==> src/sv/alct_pkg.sv <==
// ----------------------------------------------------------------------------
// alct_pkg
// Shared types and codes for the layered box collision table: transaction
// payloads, command and status codes, and the controller/datapath bundles.
// ----------------------------------------------------------------------------
package alct_pkg;

  // fixed field widths of the payload
  localparam int unsigned CMD_W      = 3;
  localparam int unsigned SLOT_W     = 6;
  localparam int unsigned STAT_W     = 2;
  localparam int unsigned LAYER_BITS = 16;
  localparam int unsigned COORD_BITS = 16;
  localparam int unsigned SIZE_BITS  = COORD_BITS - 1;

  // command codes
  localparam logic [CMD_W-1:0] CMD_REGISTER = 3'd0;
  localparam logic [CMD_W-1:0] CMD_UPDATE   = 3'd1;
  localparam logic [CMD_W-1:0] CMD_REMOVE   = 3'd2;
  localparam logic [CMD_W-1:0] CMD_CHECK    = 3'd3;
  localparam logic [CMD_W-1:0] CMD_CLEAR    = 3'd4;

  // result status codes
  localparam logic [STAT_W-1:0] STAT_OK     = 2'd0;
  localparam logic [STAT_W-1:0] STAT_FULL   = 2'd1;
  localparam logic [STAT_W-1:0] STAT_NOTREG = 2'd2;

  // input transaction
  typedef struct packed {
    logic        [CMD_W-1:0]      cmd;
    logic        [SLOT_W-1:0]     slot;
    logic        [LAYER_BITS-1:0] layer;
    logic        [LAYER_BITS-1:0] collides_with;
    logic signed [COORD_BITS-1:0] box_x;
    logic signed [COORD_BITS-1:0] box_y;
    logic        [SIZE_BITS-1:0]  box_w;
    logic        [SIZE_BITS-1:0]  box_h;
  } in_item_t;

  // result transaction
  typedef struct packed {
    logic [STAT_W-1:0] status;
    logic [SLOT_W-1:0] result_slot;
    logic              hit;
    logic              last;
  } out_item_t;

  // controller to datapath commands
  typedef struct packed {
    logic accept;
    logic walk_clear;
    logic find_step;
    logic rsp_load;
    logic q_read;
    logic q_latch;
    logic scan_en;
    logic flush_load;
  } ctrl_cmd_t;

  // datapath to controller status
  typedef struct packed {
    logic [CMD_W-1:0] cmd;
    logic             registered;
    logic             find_end;
    logic             scan_done;
    logic             out_free;
  } dp_status_t;

endpackage

==> src/sv/alct_ctrl.sv <==
// ----------------------------------------------------------------------------
// alct_ctrl
// Sequencer for the collision table: decodes each command and steps the
// datapath through free-slot search, query load, slot walk and response.
// ----------------------------------------------------------------------------
module alct_ctrl
  import alct_pkg::*;
(
  input  logic       clk,
  input  logic       rst_n,
  input  logic       in_valid,
  output logic       in_stall,
  input  dp_status_t status,
  output ctrl_cmd_t  cmd
);

  typedef enum logic [7:0] {
    S_IDLE   = 8'b0000_0001,
    S_DECODE = 8'b0000_0010,
    S_FIND   = 8'b0000_0100,
    S_RESP   = 8'b0000_1000,
    S_QREAD  = 8'b0001_0000,
    S_QLATCH = 8'b0010_0000,
    S_SCAN   = 8'b0100_0000,
    S_FLUSH  = 8'b1000_0000
  } state_t;

  state_t state_r, state_nxt;

  // only an idle controller takes a new transaction
  assign in_stall = (state_r != S_IDLE);

  // next state and command decode
  always_comb begin
    state_nxt = state_r;
    cmd       = '0;
    case (state_r)
      S_IDLE: begin
        if (in_valid) begin
          cmd.accept = 1'b1;
          state_nxt  = S_DECODE;
        end
      end
      S_DECODE: begin
        case (status.cmd)
          CMD_REGISTER: begin
            cmd.walk_clear = 1'b1;
            state_nxt      = S_FIND;
          end
          CMD_CHECK: begin
            state_nxt = status.registered ? S_QREAD : S_RESP;
          end
          default: begin
            state_nxt = S_RESP;
          end
        endcase
      end
      S_FIND: begin
        cmd.find_step = 1'b1;
        if (status.find_end) begin
          state_nxt = S_RESP;
        end
      end
      S_RESP: begin
        if (status.out_free) begin
          cmd.rsp_load = 1'b1;
          state_nxt    = S_IDLE;
        end
      end
      S_QREAD: begin
        cmd.q_read = 1'b1;
        state_nxt  = S_QLATCH;
      end
      S_QLATCH: begin
        cmd.q_latch = 1'b1;
        state_nxt   = S_SCAN;
      end
      S_SCAN: begin
        if (status.scan_done) begin
          state_nxt = S_FLUSH;
        end else begin
          cmd.scan_en = 1'b1;
        end
      end
      S_FLUSH: begin
        if (status.out_free) begin
          cmd.flush_load = 1'b1;
          state_nxt      = S_IDLE;
        end
      end
      default: begin
        state_nxt = S_IDLE;
      end
    endcase
  end

  // state register
  always_ff @(posedge clk) begin
    if (!rst_n) begin
      state_r <= S_IDLE;
    end else begin
      state_r <= state_nxt;
    end
  end

endmodule

==> config.mk <==
export PLATFORM = sky130hd
export DESIGN_NAME = alct_ctrl
export DESIGN_NICKNAME = d
export VERILOG_FILES = /design/src/sv/alct_pkg.sv /design/src/sv/alct_ctrl.sv
export SDC_FILE = /design/constraint.sdc
export NUM_CORES = 1
export LEC_CHECK = 0
export BUFFER_PORTS_ARGS = -buffer_cell sky130_fd_sc_hd__buf_2
export CAP_MARGIN = 20
export CORE_AREA = 2 2 39 41
export CTS_BUF_LIST = sky130_fd_sc_hd__clkbuf_4
export DETAILED_ROUTE_END_ITERATION = 10
export DIE_AREA = 0 0 41 43
export GPL_ROUTABILITY_DRIVEN = 0
export PLACE_DENSITY_LB_ADDON = 0.08
export SYNTH_ARGS = -nofsm -noshare
export SYNTH_HDL_FRONTEND = slang
export SYNTH_SLANG_ARGS = --single-unit
==> constraint.sdc <==
create_clock -name clk -period 4 [get_ports clk]
set_input_delay 0.2 -clock clk [delete_from_list [all_inputs] [get_ports clk]]
set_output_delay 0.2 -clock clk [all_outputs]
set_load 0.02 [all_outputs]
Word level (Yosys, flattened, before mapping)
Cells that the tools add are included.

Bits in registers: 8. Input port bits: 10. Output and inout port bits: 9. Logic and storage cells: 37.

Equal/unequal tests: 14. Muxes and demuxes: 19. Reduce and logical (&&, ||, !) cells: 3.

Operators by type and width (number): $pmux W8 S7 (1); $mux W8 (4); $mux W1 (12); $pmux W5 S2 (1); $eq A8 B1 Y1 const B (1); $eq A8 B2 Y1 const B (1); $eq A8 B3 Y1 const B (1); $eq A8 B4 Y1 const B (1); $eq A8 B5 Y1 const B (1); $eq A8 B6 Y1 const B (1); $eq A8 B7 Y1 const B (1); $eq A8 B8 Y1 const B (1); $ne A8 B1 Y1 const B (1); $ne A2 B2 Y1 const B (3); $mux W5 (1); $reduce_and A4 Y1 (1); $eq A3 B2 Y1 const B (1); $logic_not A3 Y1 (1); $ne A2 B1 Y1 const B (1); $reduce_or A2 Y1 (1).

Longest topological paths before layout
Gate-level depths: netlist of run 1.

Word-level depth: 4. Gate-level depth with buffers: 6. Depth with buffers taken out: 5.

Worst setup path after synthesis of run 1
Ideal clock, no wire load.

Path type: flip-flop to output port. Start point: reg state_r[1]. End point: out cmd[0] (netlist name). Arrival time: 1480 ps. Required time: 3800 ps. Setup slack: 2320 ps. Stages on the path, launching flop included: 4. Buffers on the path: 0. Cell sequence: dfxtp_1 -> nor4_4 -> nand2_1 -> nor4_1.

RTL lines: from (decl) (RTL line alct_ctrl.sv:28) `state_t state_r, state_nxt;`; from (signal assigned) (RTL line alct_ctrl.sv:102) `state_r <= state_nxt;`; to (decl) (RTL line alct_ctrl.sv:14) `output ctrl_cmd_t cmd`.

==> results.sh, run 1 <==
export IMPL_holdWs_ns=0.155
export IMPL_io_pins=19
export IMPL_worstSetupEndpointType="output port"
export IMPL_vdd_drop_max_mv=0.277
export IMPL_critPathKind="flip-flop to output port"
export IMPL_slowest_stage="dfxtp_1"
export IMPL_post_cts_resized=0
export IMPL_finalHoldViolCount=0
export IMPL_cp_top_family="simple AND/OR/NAND/NOR gates"
export IMPL_setup_viol=0
export IMPL_grt_pass1_vias=484
export IMPL_crit_fanout=7
export IMPL_synth_common_cells="dfxtp_1 (8), nor2_1 (8), nand3_1 (6), inv_1 (4), o21ai_0 (4)"
export IMPL_maxSlewHeadroom_pct=75.8
export IMPL_wl_um=1320
export IMPL_top_register="state_r"
export IMPL_yosysTopAreaCell="dfxtp_1"
export IMPL_synthTopCellsByArea="dfxtp_1 (29%), nand3_1 (5.4%), nor2_1 (5.4%), nor4_2 (4.5%), nor4_4 (3.8%)"
export IMPL_finalCritPeriodShare_pct=47.9
export IMPL_cp_buffers_inverters=1
export IMPL_grt_overflow=0
export IMPL_worstHoldPathType="primary input to flip-flop"
export IMPL_die_x_um=41
export IMPL_cts_buffer_depth=2
export IMPL_cts_tree="done"
export IMPL_start_kind="flip-flop"
export IMPL_synth_distinct_cells=33
export IMPL_via_count=571
export IMPL_die_h_um=43
export IMPL_synth_seq_cells=8
export IMPL_numCtsBuffers=3
export IMPL_grt_max_degree=11
export IMPL_ctsHoldBuffers=0
export IMPL_syn_area_um2=558
export IMPL_syn_to_final_growth_pct=20.9
export IMPL_place_ws_ns=2.34
export IMPL_path_cells="nor3_2, nand3_1, nor3_1, buf_2"
export IMPL_ys_seq_area_share_pct=28.7
export IMPL_grtUsageTotal_pct=17.4
export IMPL_finalMaxSlewViolations=0
export IMPL_port_buffers=18
export IMPL_final_setup_tns_ns=0
export IMPL_grt_pass1_wl_um=2100
export IMPL_maxCapViolCount=0
export IMPL_worstPathArrival_ns=1.71
export IMPL_rows=14
export IMPL_ys_flop_type="dfxtp_1"
export IMPL_rsz0062_at_grt="no"
export IMPL_path_clk_slew_ns=0.05
export IMPL_wl_per_cell_um=12.8
export IMPL_yosysTopAreaCellShare_pct=28.7
export IMPL_finalNetCount=99
export IMPL_finalWorstSetupSlack_ns=2.09
export IMPL_finClkSkew_ns=0.00554
export IMPL_max_stage_delay_ns=0.38
export IMPL_critPathRequiredTime_ns=3.80
export IMPL_antenna_found_initial=0
export IMPL_core_area_um2=1380
export IMPL_antenna_cells=0
export IMPL_route_detailed_drc=0
export IMPL_fmaxAchievable_mhz=522
export IMPL_post_cts_buffers=0
export IMPL_p_leak_nw=0.327
export IMPL_dr_pass1_iters=4
export IMPL_syn_avg_cell_area_um2=8.21
export IMPL_fill_cells=146
export IMPL_cts_root_buf="clkbuf_4"
export IMPL_synth_edf_count=0
export IMPL_pwr_density_cell_nw_per_um2=529
export IMPL_drtIter0Drc=13
export IMPL_drive_gt1_share_pct=37.9
export IMPL_insertion_delay_ns=0.25
export IMPL_dieArea_um2=1760
export IMPL_largest_reg_flops=8
export IMPL_yosys_warnings=0
export IMPL_synth_nets=78
export IMPL_status="finished, final reports clean"
export IMPL_dp_hpwl_um=1060
export IMPL_netlist_instances=68
export IMPL_ant_nets=0
export IMPL_top_regs="state_r x8"
export IMPL_detail_route_vias_per_cell=5.54
export IMPL_cts_max_level=1
export IMPL_fin_crit_ns=1.91
export IMPL_async_flop_share_pct=0
export IMPL_cts_sinks=8
export IMPL_start_util_pct=40.3
export IMPL_tightest_slew_ns=0.360
-- worst paths after layout --
| check | slack [ns] | cells past startpoint | endpoint | start |
|---|---|---|---|---|
| hold / removal | 0.16 | 2 | state_r[4]$_SDFFE_PN0P_ | status[6] |
| hold reg to reg | 0.62 | 2 | state_r[7]$_SDFFE_PN0P_ | state_r[7]$_SDFFE_PN0P_ |
| setup reg to reg | 2.40 | 5 | state_r[3]$_SDFFE_PN0P_ | state_r[1]$_SDFFE_PN0P_ |
| setup / recovery | 2.09 | 4 | cmd[6] | state_r[3]$_SDFFE_PN0P_ |
-- final cells by class --
| cell class | count | area (µm²) | share of cell area [%] |
|---|---|---|---|
| multi-input cells | 53 | 363 | 53.8 |
| flip-flops and latches | 8 | 160 | 23.7 |
| repair buffers | 18 | 90.1 | 13.4 |
| clock buffers | 3 | 22.5 | 3.34 |
| well taps | 16 | 20.0 | 2.97 |
| inverters | 5 | 18.8 | 2.78 |
-- metal layers --
metal	wire (µm)	part of all wire [%]	up-vias	track usage (%)
met2	573	43	18	22.2
met4	8	0.61	0	8.00
met3	70	5.3	2	3.14
met1	665	50	261	27.2
met5	0	0	-	0
li1	-	-	290	-
-- through the flow --
step                total power [mW]  instances  cell area, µm²  util [%]
finish                         0.357        103             674      48.7
global placement               0.300        100             652      47.1
floorplan                      0.255         68             558         -
CTS                            0.359        103             674      48.7
global route                   0.385        103             674      48.7
detailed placement             0.298        100             652      47.1
-- power breakdown --
| part | total, mW | internal [mW] | switching (mW) |
|---|---|---|---|
| registers | 0.124 | 0.0940 | 0.0300 |
| logic | 0.173 | 0.0740 | 0.0993 |
| clock network | 0.0592 | 0.0342 | 0.0250 |
-- kinds of logic after synthesis --
logic type,count (synthesis),share of synthesized area (%)
AOI/OAI and AO/OA,15,18.2
xor gates and xnor gates,2,3.14
buffers and inverters,7,6.28
DFF,8,28.7
and+or+nand+nor,36,43.7
-- placed cells by master (no fill, tap or decap), types with 2 or more instances in the layout --
master and instances:
a21oi_1 2, buf_2 18, clkbuf_4 3, dfxtp_1 8, inv_1 4, nand2_1 2, nand3_1 6, nor2_1 8
nor2b_1 2, nor3_1 3, nor4_1 3, nor4_2 2, o21ai_0 4, o21ai_1 2, xor2_1 2
Power figures use the tool's default switching activity.
==> inputs of run 2 (changes only) <==
Clock period 4 ns to 1.8 ns, I/O delays scaled along.
==> run 2 against run 1 <==
Critical endpoint is now cmd[5]. Setup slack got worse by 2.0 ns. Largest cell class unchanged. Via count fell by 4.0%. Critical path depth unchanged. Routed wire length fell by 3.1%. Die area is the same. Clock skew is 0.0044 ns lower. Highest routed layer unchanged.
==> results.sh, run 2 (synthesized netlist as in run 1, its figures left out) <==
export IMPL_status="finished, final reports clean"
export IMPL_dieArea_um2=1760
export IMPL_cp_depth=4
export IMPL_finalMaxSlewViolations=0
export IMPL_cp_top_family="simple AND/OR/NAND/NOR gates"
export IMPL_tightest_slew_ns=0.376
export IMPL_vdd_drop_max_mv=0.571
export IMPL_fin_crit_ns=1.67
export IMPL_die_x_um=41
export IMPL_cts_max_level=1
export IMPL_worstPathArrival_ns=1.58
export IMPL_switching_power_uw=344
export IMPL_dr_pass1_iters=2
export IMPL_finalHoldViolCount=0
export IMPL_die_h_um=43
export IMPL_grtUsageTotal_pct=17.3
export IMPL_path_clk_slew_ns=0.05
export IMPL_drtIter0Drc=4
export IMPL_setup_viol=0
export IMPL_switching_share_pct=43.0
export IMPL_ant_nets=0
export IMPL_crit_fanout=5
export IMPL_worstSetupEndpointType="output port"
export IMPL_top_register="state_r"
export IMPL_grt_pass1_wl_um=2070
export IMPL_maxSlewHeadroom_pct=74.9
export IMPL_core_area_um2=1380
export IMPL_worstHoldPathType="primary input to flip-flop"
export IMPL_use_met1_pct=25.8
export IMPL_antenna_found_initial=0
export IMPL_critPathRequiredTime_ns=1.71
export IMPL_drive_gt1_share_pct=40.2
export IMPL_cts_buffer_depth=2
export IMPL_power_frac_comb_pct=48.6
export IMPL_finClkSkew_ns=0.00114
export IMPL_maxCapViolCount=0
export IMPL_use_met3_pct=1.57
export IMPL_fmaxAchievable_mhz=598
export IMPL_slowest_stage="nor4_4"
export IMPL_largest_reg_flops=8
export IMPL_io_pins=19
export IMPL_rsz0062_at_grt="no"
export IMPL_dp_hpwl_um=1020
export IMPL_cp_buffers_inverters=2
export IMPL_via_count=548
export IMPL_grt_busiest_layer="met1"
export IMPL_detail_route_vias_per_cell=5.32
export IMPL_finalCritPeriodShare_pct=92.8
export IMPL_rrSetupSlack_ns=0.20
export IMPL_rows=14
export IMPL_final_setup_tns_ns=0
export IMPL_syn_to_final_growth_pct=23.8
export IMPL_layout_common_cells="buf_2 (18), nor2_1 (8), dfxtp_1 (8)"
export IMPL_cts_tree="done"
export IMPL_power_share_clock_pct=16.5
export IMPL_port_buffers=18
export IMPL_finalNetCount=99
export IMPL_antenna_cells=0
export IMPL_grt_overflow=0
export IMPL_insertion_delay_ns=0.25
export IMPL_grt_util_met2_pct=23.1
export IMPL_cts_sinks=8
export IMPL_route_detailed_drc=0
export IMPL_top_regs="state_r x8"
export IMPL_path_cells="nor4_4, nand4b_1, inv_1, buf_2"
export IMPL_wl_um=1280
export IMPL_layout_commonest_cell="buf_2"
export IMPL_start_util_pct=40.3
export IMPL_cts_root_buf="clkbuf_4"
export IMPL_p_seq_share_pct=34.9
export IMPL_max_stage_delay_ns=0.40
export IMPL_grt_max_degree=11
export IMPL_holdWs_ns=0.0514
export IMPL_numCtsBuffers=3
export IMPL_wl_per_cell_um=12.4
export IMPL_r2r_cells=5
export IMPL_p_leak_nw=0.336
export IMPL_holdPathStages=2
export IMPL_critPathKind="flip-flop to output port"
export IMPL_start_kind="flip-flop"
export IMPL_grt_pass1_vias=499
export IMPL_pwr_density_cell_nw_per_um2=1160
export IMPL_p_int_uw=455
export IMPL_ctsHoldBuffers=0
==> run 2: power by group through the flow <==
stage	Clock (mW)	Sequential [mW]	Combinational (mW)
floorplan	0	0.241	0.325
global placement	0	0.275	0.386
detailed placement	0	0.276	0.384
CTS	0.137	0.273	0.386
global route	0.148	0.285	0.435
finish	0.132	0.279	0.388
==> run 2: routing by layer <==
metal  part of all wire [%]  up-vias  routed length [µm]
li1                       -      290                   -
met1                     50      240                 644
met2                     43       16                 552
met3                    4.9        2                  63
met4                    1.3        0                  16
met5                      0        -                   0
==> run 2: worst register-to-register path: cells and delay by family (launching register included) <==
kind | cells | cell delay (ns)
AO/OA/AOI/OAI | 3 | 0.47
flip-flops | 1 | 0.36
AND/OR/NAND/NOR | 2 | 0.67
==> run 2: cell type report <==
type / instances / area [µm²]
sequential: 8 / 160
tap: 16 / 20.0
timing repair buffer: 18 / 90.1
inverter: 5 / 18.8
clock buffer: 3 / 22.5
multi-input combinational: 53 / 379
fill: 150 / 693
==> run 2: worst paths after layout <==
path | start | end
setup / recovery | state_r[1]$_SDFFE_PN0P_ | cmd[5]
hold reg to reg | state_r[7]$_SDFFE_PN0P_ | state_r[7]$_SDFFE_PN0P_
setup reg to reg | state_r[1]$_SDFFE_PN0P_ | state_r[3]$_SDFFE_PN0P_
hold / removal | status[6] | state_r[4]$_SDFFE_PN0P_
==> run 2: per-stage QoR <==
stage / instance area [µm²] / worst slack (ns) / utilization [%] / instances / power, mW
CTS: 674 / 0.00222 / 48.7 / 103 / 0.796
global route: 691 / 0.0100 / 49.9 / 103 / 0.868
global placement: 652 / 0.194 / 47.1 / 100 / 0.661
detailed placement: 652 / 0.195 / 47.1 / 100 / 0.660
floorplan: 558 / 0.196 / - / 68 / 0.566
finish: 691 / 0.129 / 49.9 / 103 / 0.799
==> run 2: what timing repair did <==
action	4_1_cts	5_1_grt
endpoints found under the setup margin	0	1
gates resized for setup	0	3
setup buffers	0	0
==> inputs of run 3 (changes only) <==
==> constraint.sdc (replaced) <==
create_clock -name clk -period 1.8 [get_ports clk]
set_input_delay 0.27 -clock clk [delete_from_list [all_inputs] [get_ports clk]]
set_output_delay 0.27 -clock clk [all_outputs]
set_load 0.02 [all_outputs]
==> run 3 against run 2 <==
Clock power increased by 5%. Non-clock buffer count up 4. Global-route usage rose by 1.4 points. Sequential share of layout area shrank 0.29 points. Core utilization rose by 5.0 points. Critical path depth increased by 1. Die area stayed put. Clock skew is 0.0069 ns higher. Design area is 10% higher. Sequential power grew 2%. Setup slack lost 0.050 ns.
==> results.sh, run 3 (synthesized netlist as in run 1, its figures left out) <==
export IMPL_via_count=580
export IMPL_grt_pass1_vias=504
export IMPL_finalHoldViolCount=0
export IMPL_worstPathArrival_ns=1.45
export IMPL_place_inst=101
export IMPL_holdPathStages=2
export IMPL_grt_overflow=0
export IMPL_p_leak_nw=0.365
export IMPL_final_cell_area_um2=759
export IMPL_detail_route_vias_per_cell=5.42
export IMPL_die_h_um=43
export IMPL_cts_buffer_depth=2
export IMPL_rsz0062_at_grt="yes"
export IMPL_route_detailed_drc=0
export IMPL_wl_per_cell_um=12.4
export IMPL_grtUsageTotal_pct=18.6
export IMPL_cts_root_buf="clkbuf_4"
export IMPL_start_util_pct=40.3
export IMPL_finalNetCount=103
export IMPL_vdd_drop_max_mv=0.570
export IMPL_drtIter0Drc=5
export IMPL_insertion_delay_ns=0.26
export IMPL_top_regs="state_r x8"
export IMPL_r2r_cells=6
export IMPL_crit_fanout=4
export IMPL_worstHoldPathType="primary input to flip-flop"
export IMPL_finalCritPeriodShare_pct=95.6
export IMPL_wl_um=1330
export IMPL_maxCapViolCount=0
export IMPL_largest_reg_flops=8
export IMPL_ant_nets=0
export IMPL_drive_gt1_share_pct=52.7
export IMPL_antenna_cells=0
export IMPL_critPathKind="flip-flop to output port"
export IMPL_path_clk_slew_ns=0.05
export IMPL_rows=14
export IMPL_die_x_um=41
export IMPL_top_register="state_r"
export IMPL_finalMaxSlewViolations=0
export IMPL_layout_common_cells="buf_2 (15), nor2_1 (8), buf_4 (6)"
export IMPL_core_area_um2=1380
export IMPL_setup_viol=0
export IMPL_critPathRequiredTime_ns=1.53
export IMPL_ctsHoldBuffers=0
export IMPL_dp_hpwl_um=1010
export IMPL_grt_pass1_wl_um=2160
export IMPL_cts_sinks=8
export IMPL_io_pins=19
export IMPL_port_buffers=18
export IMPL_cts_max_level=1
export IMPL_syn_to_final_growth_pct=36.1
export IMPL_tightest_slew_ns=0.316
export IMPL_fin_crit_ns=1.72
export IMPL_dieArea_um2=1760
export IMPL_worstSetupEndpointType="output port"
export IMPL_finClkSkew_ns=0.00805
export IMPL_start_kind="flip-flop"
export IMPL_status="finished, final reports clean"
export IMPL_numCtsBuffers=3
export IMPL_antenna_found_initial=0
export IMPL_fin_cells=107
export IMPL_pwr_density_cell_nw_per_um2=1160
export IMPL_fmaxAchievable_mhz=581
export IMPL_rrSetupSlack_ns=0.21
export IMPL_cts_tree="done"
export IMPL_dr_pass1_iters=4
export IMPL_layout_commonest_cell="buf_2"
export IMPL_maxSlewHeadroom_pct=78.9
export IMPL_grt_max_degree=11
export IMPL_postPlaceCellArea_um2=659
-- run 3: cell count changes in the layout (fill, tap and decap cells not counted), sizes merged --
cell and change:
buf +4
-- run 3: per-layer routing --
| metal | routed length, µm | vias up | global-route usage, % |
|---|---|---|---|
| met2 | 587 | 18 | 22.8 |
| met4 | 25 | 0 | 14.0 |
| met3 | 60 | 4 | 3.14 |
| li1 | - | 296 | - |
| met1 | 657 | 262 | 27.6 |
| met5 | 0 | - | 0 |
-- run 3: power breakdown --
| group | total, mW | switching, mW | internal, mW |
|---|---|---|---|
| Combinational | 0.455 | 0.240 | 0.214 |
| Clock | 0.139 | 0.0622 | 0.0764 |
| Sequential | 0.285 | 0.0661 | 0.219 |
| Total | 0.878 | 0.369 | 0.510 |
-- run 3: cell type report --
cell class	count	area, µm²
tap	16	20.0
sequential	8	174
multi-input combinational	53	393
timing repair buffer	22	131
inverter	5	18.8
clock buffer	3	22.5
fill	136	624
-- run 3: worst max-delay path, stage by stage, from the launching register on --
cell	delay (ns)
dfxtp_4	0.34
nor4_4	0.32
buf_4	0.17
nand4b_2	0.11
inv_2	0.10
buf_4	0.14
-- run 3: worst paths after layout --
path                           start                       to
max reg2reg  state_r[2]$_SDFFE_PN0P_  state_r[4]$_SDFFE_PN0P_
min reg2reg  state_r[7]$_SDFFE_PN0P_  state_r[7]$_SDFFE_PN0P_
min                        status[6]  state_r[4]$_SDFFE_PN0P_
max          state_r[1]$_SDFFE_PN0P_                   cmd[1]
-- run 3: through the flow --
stage	utilization [%]	TNS [ns]	hold slack, ns	worst slack (ns)	power (mW)
final	54.9	0	0.215	0.0789	0.878
after global routing	54.9	-0.0826	0.216	-0.0359	0.948
after detailed placement	47.6	0	0.473	0.203	0.672
after global placement	47.6	0	0.475	0.186	0.673
after floorplan	-	0	0.341	0.0503	0.566
after CTS	50.5	0	0.205	0.000844	0.843
-- run 3: what timing repair did --
action                     CTS  global route
resized for setup            3            15
setup buffers                1             2
setup endpoints to repair    5             8
pin swaps                    1             6
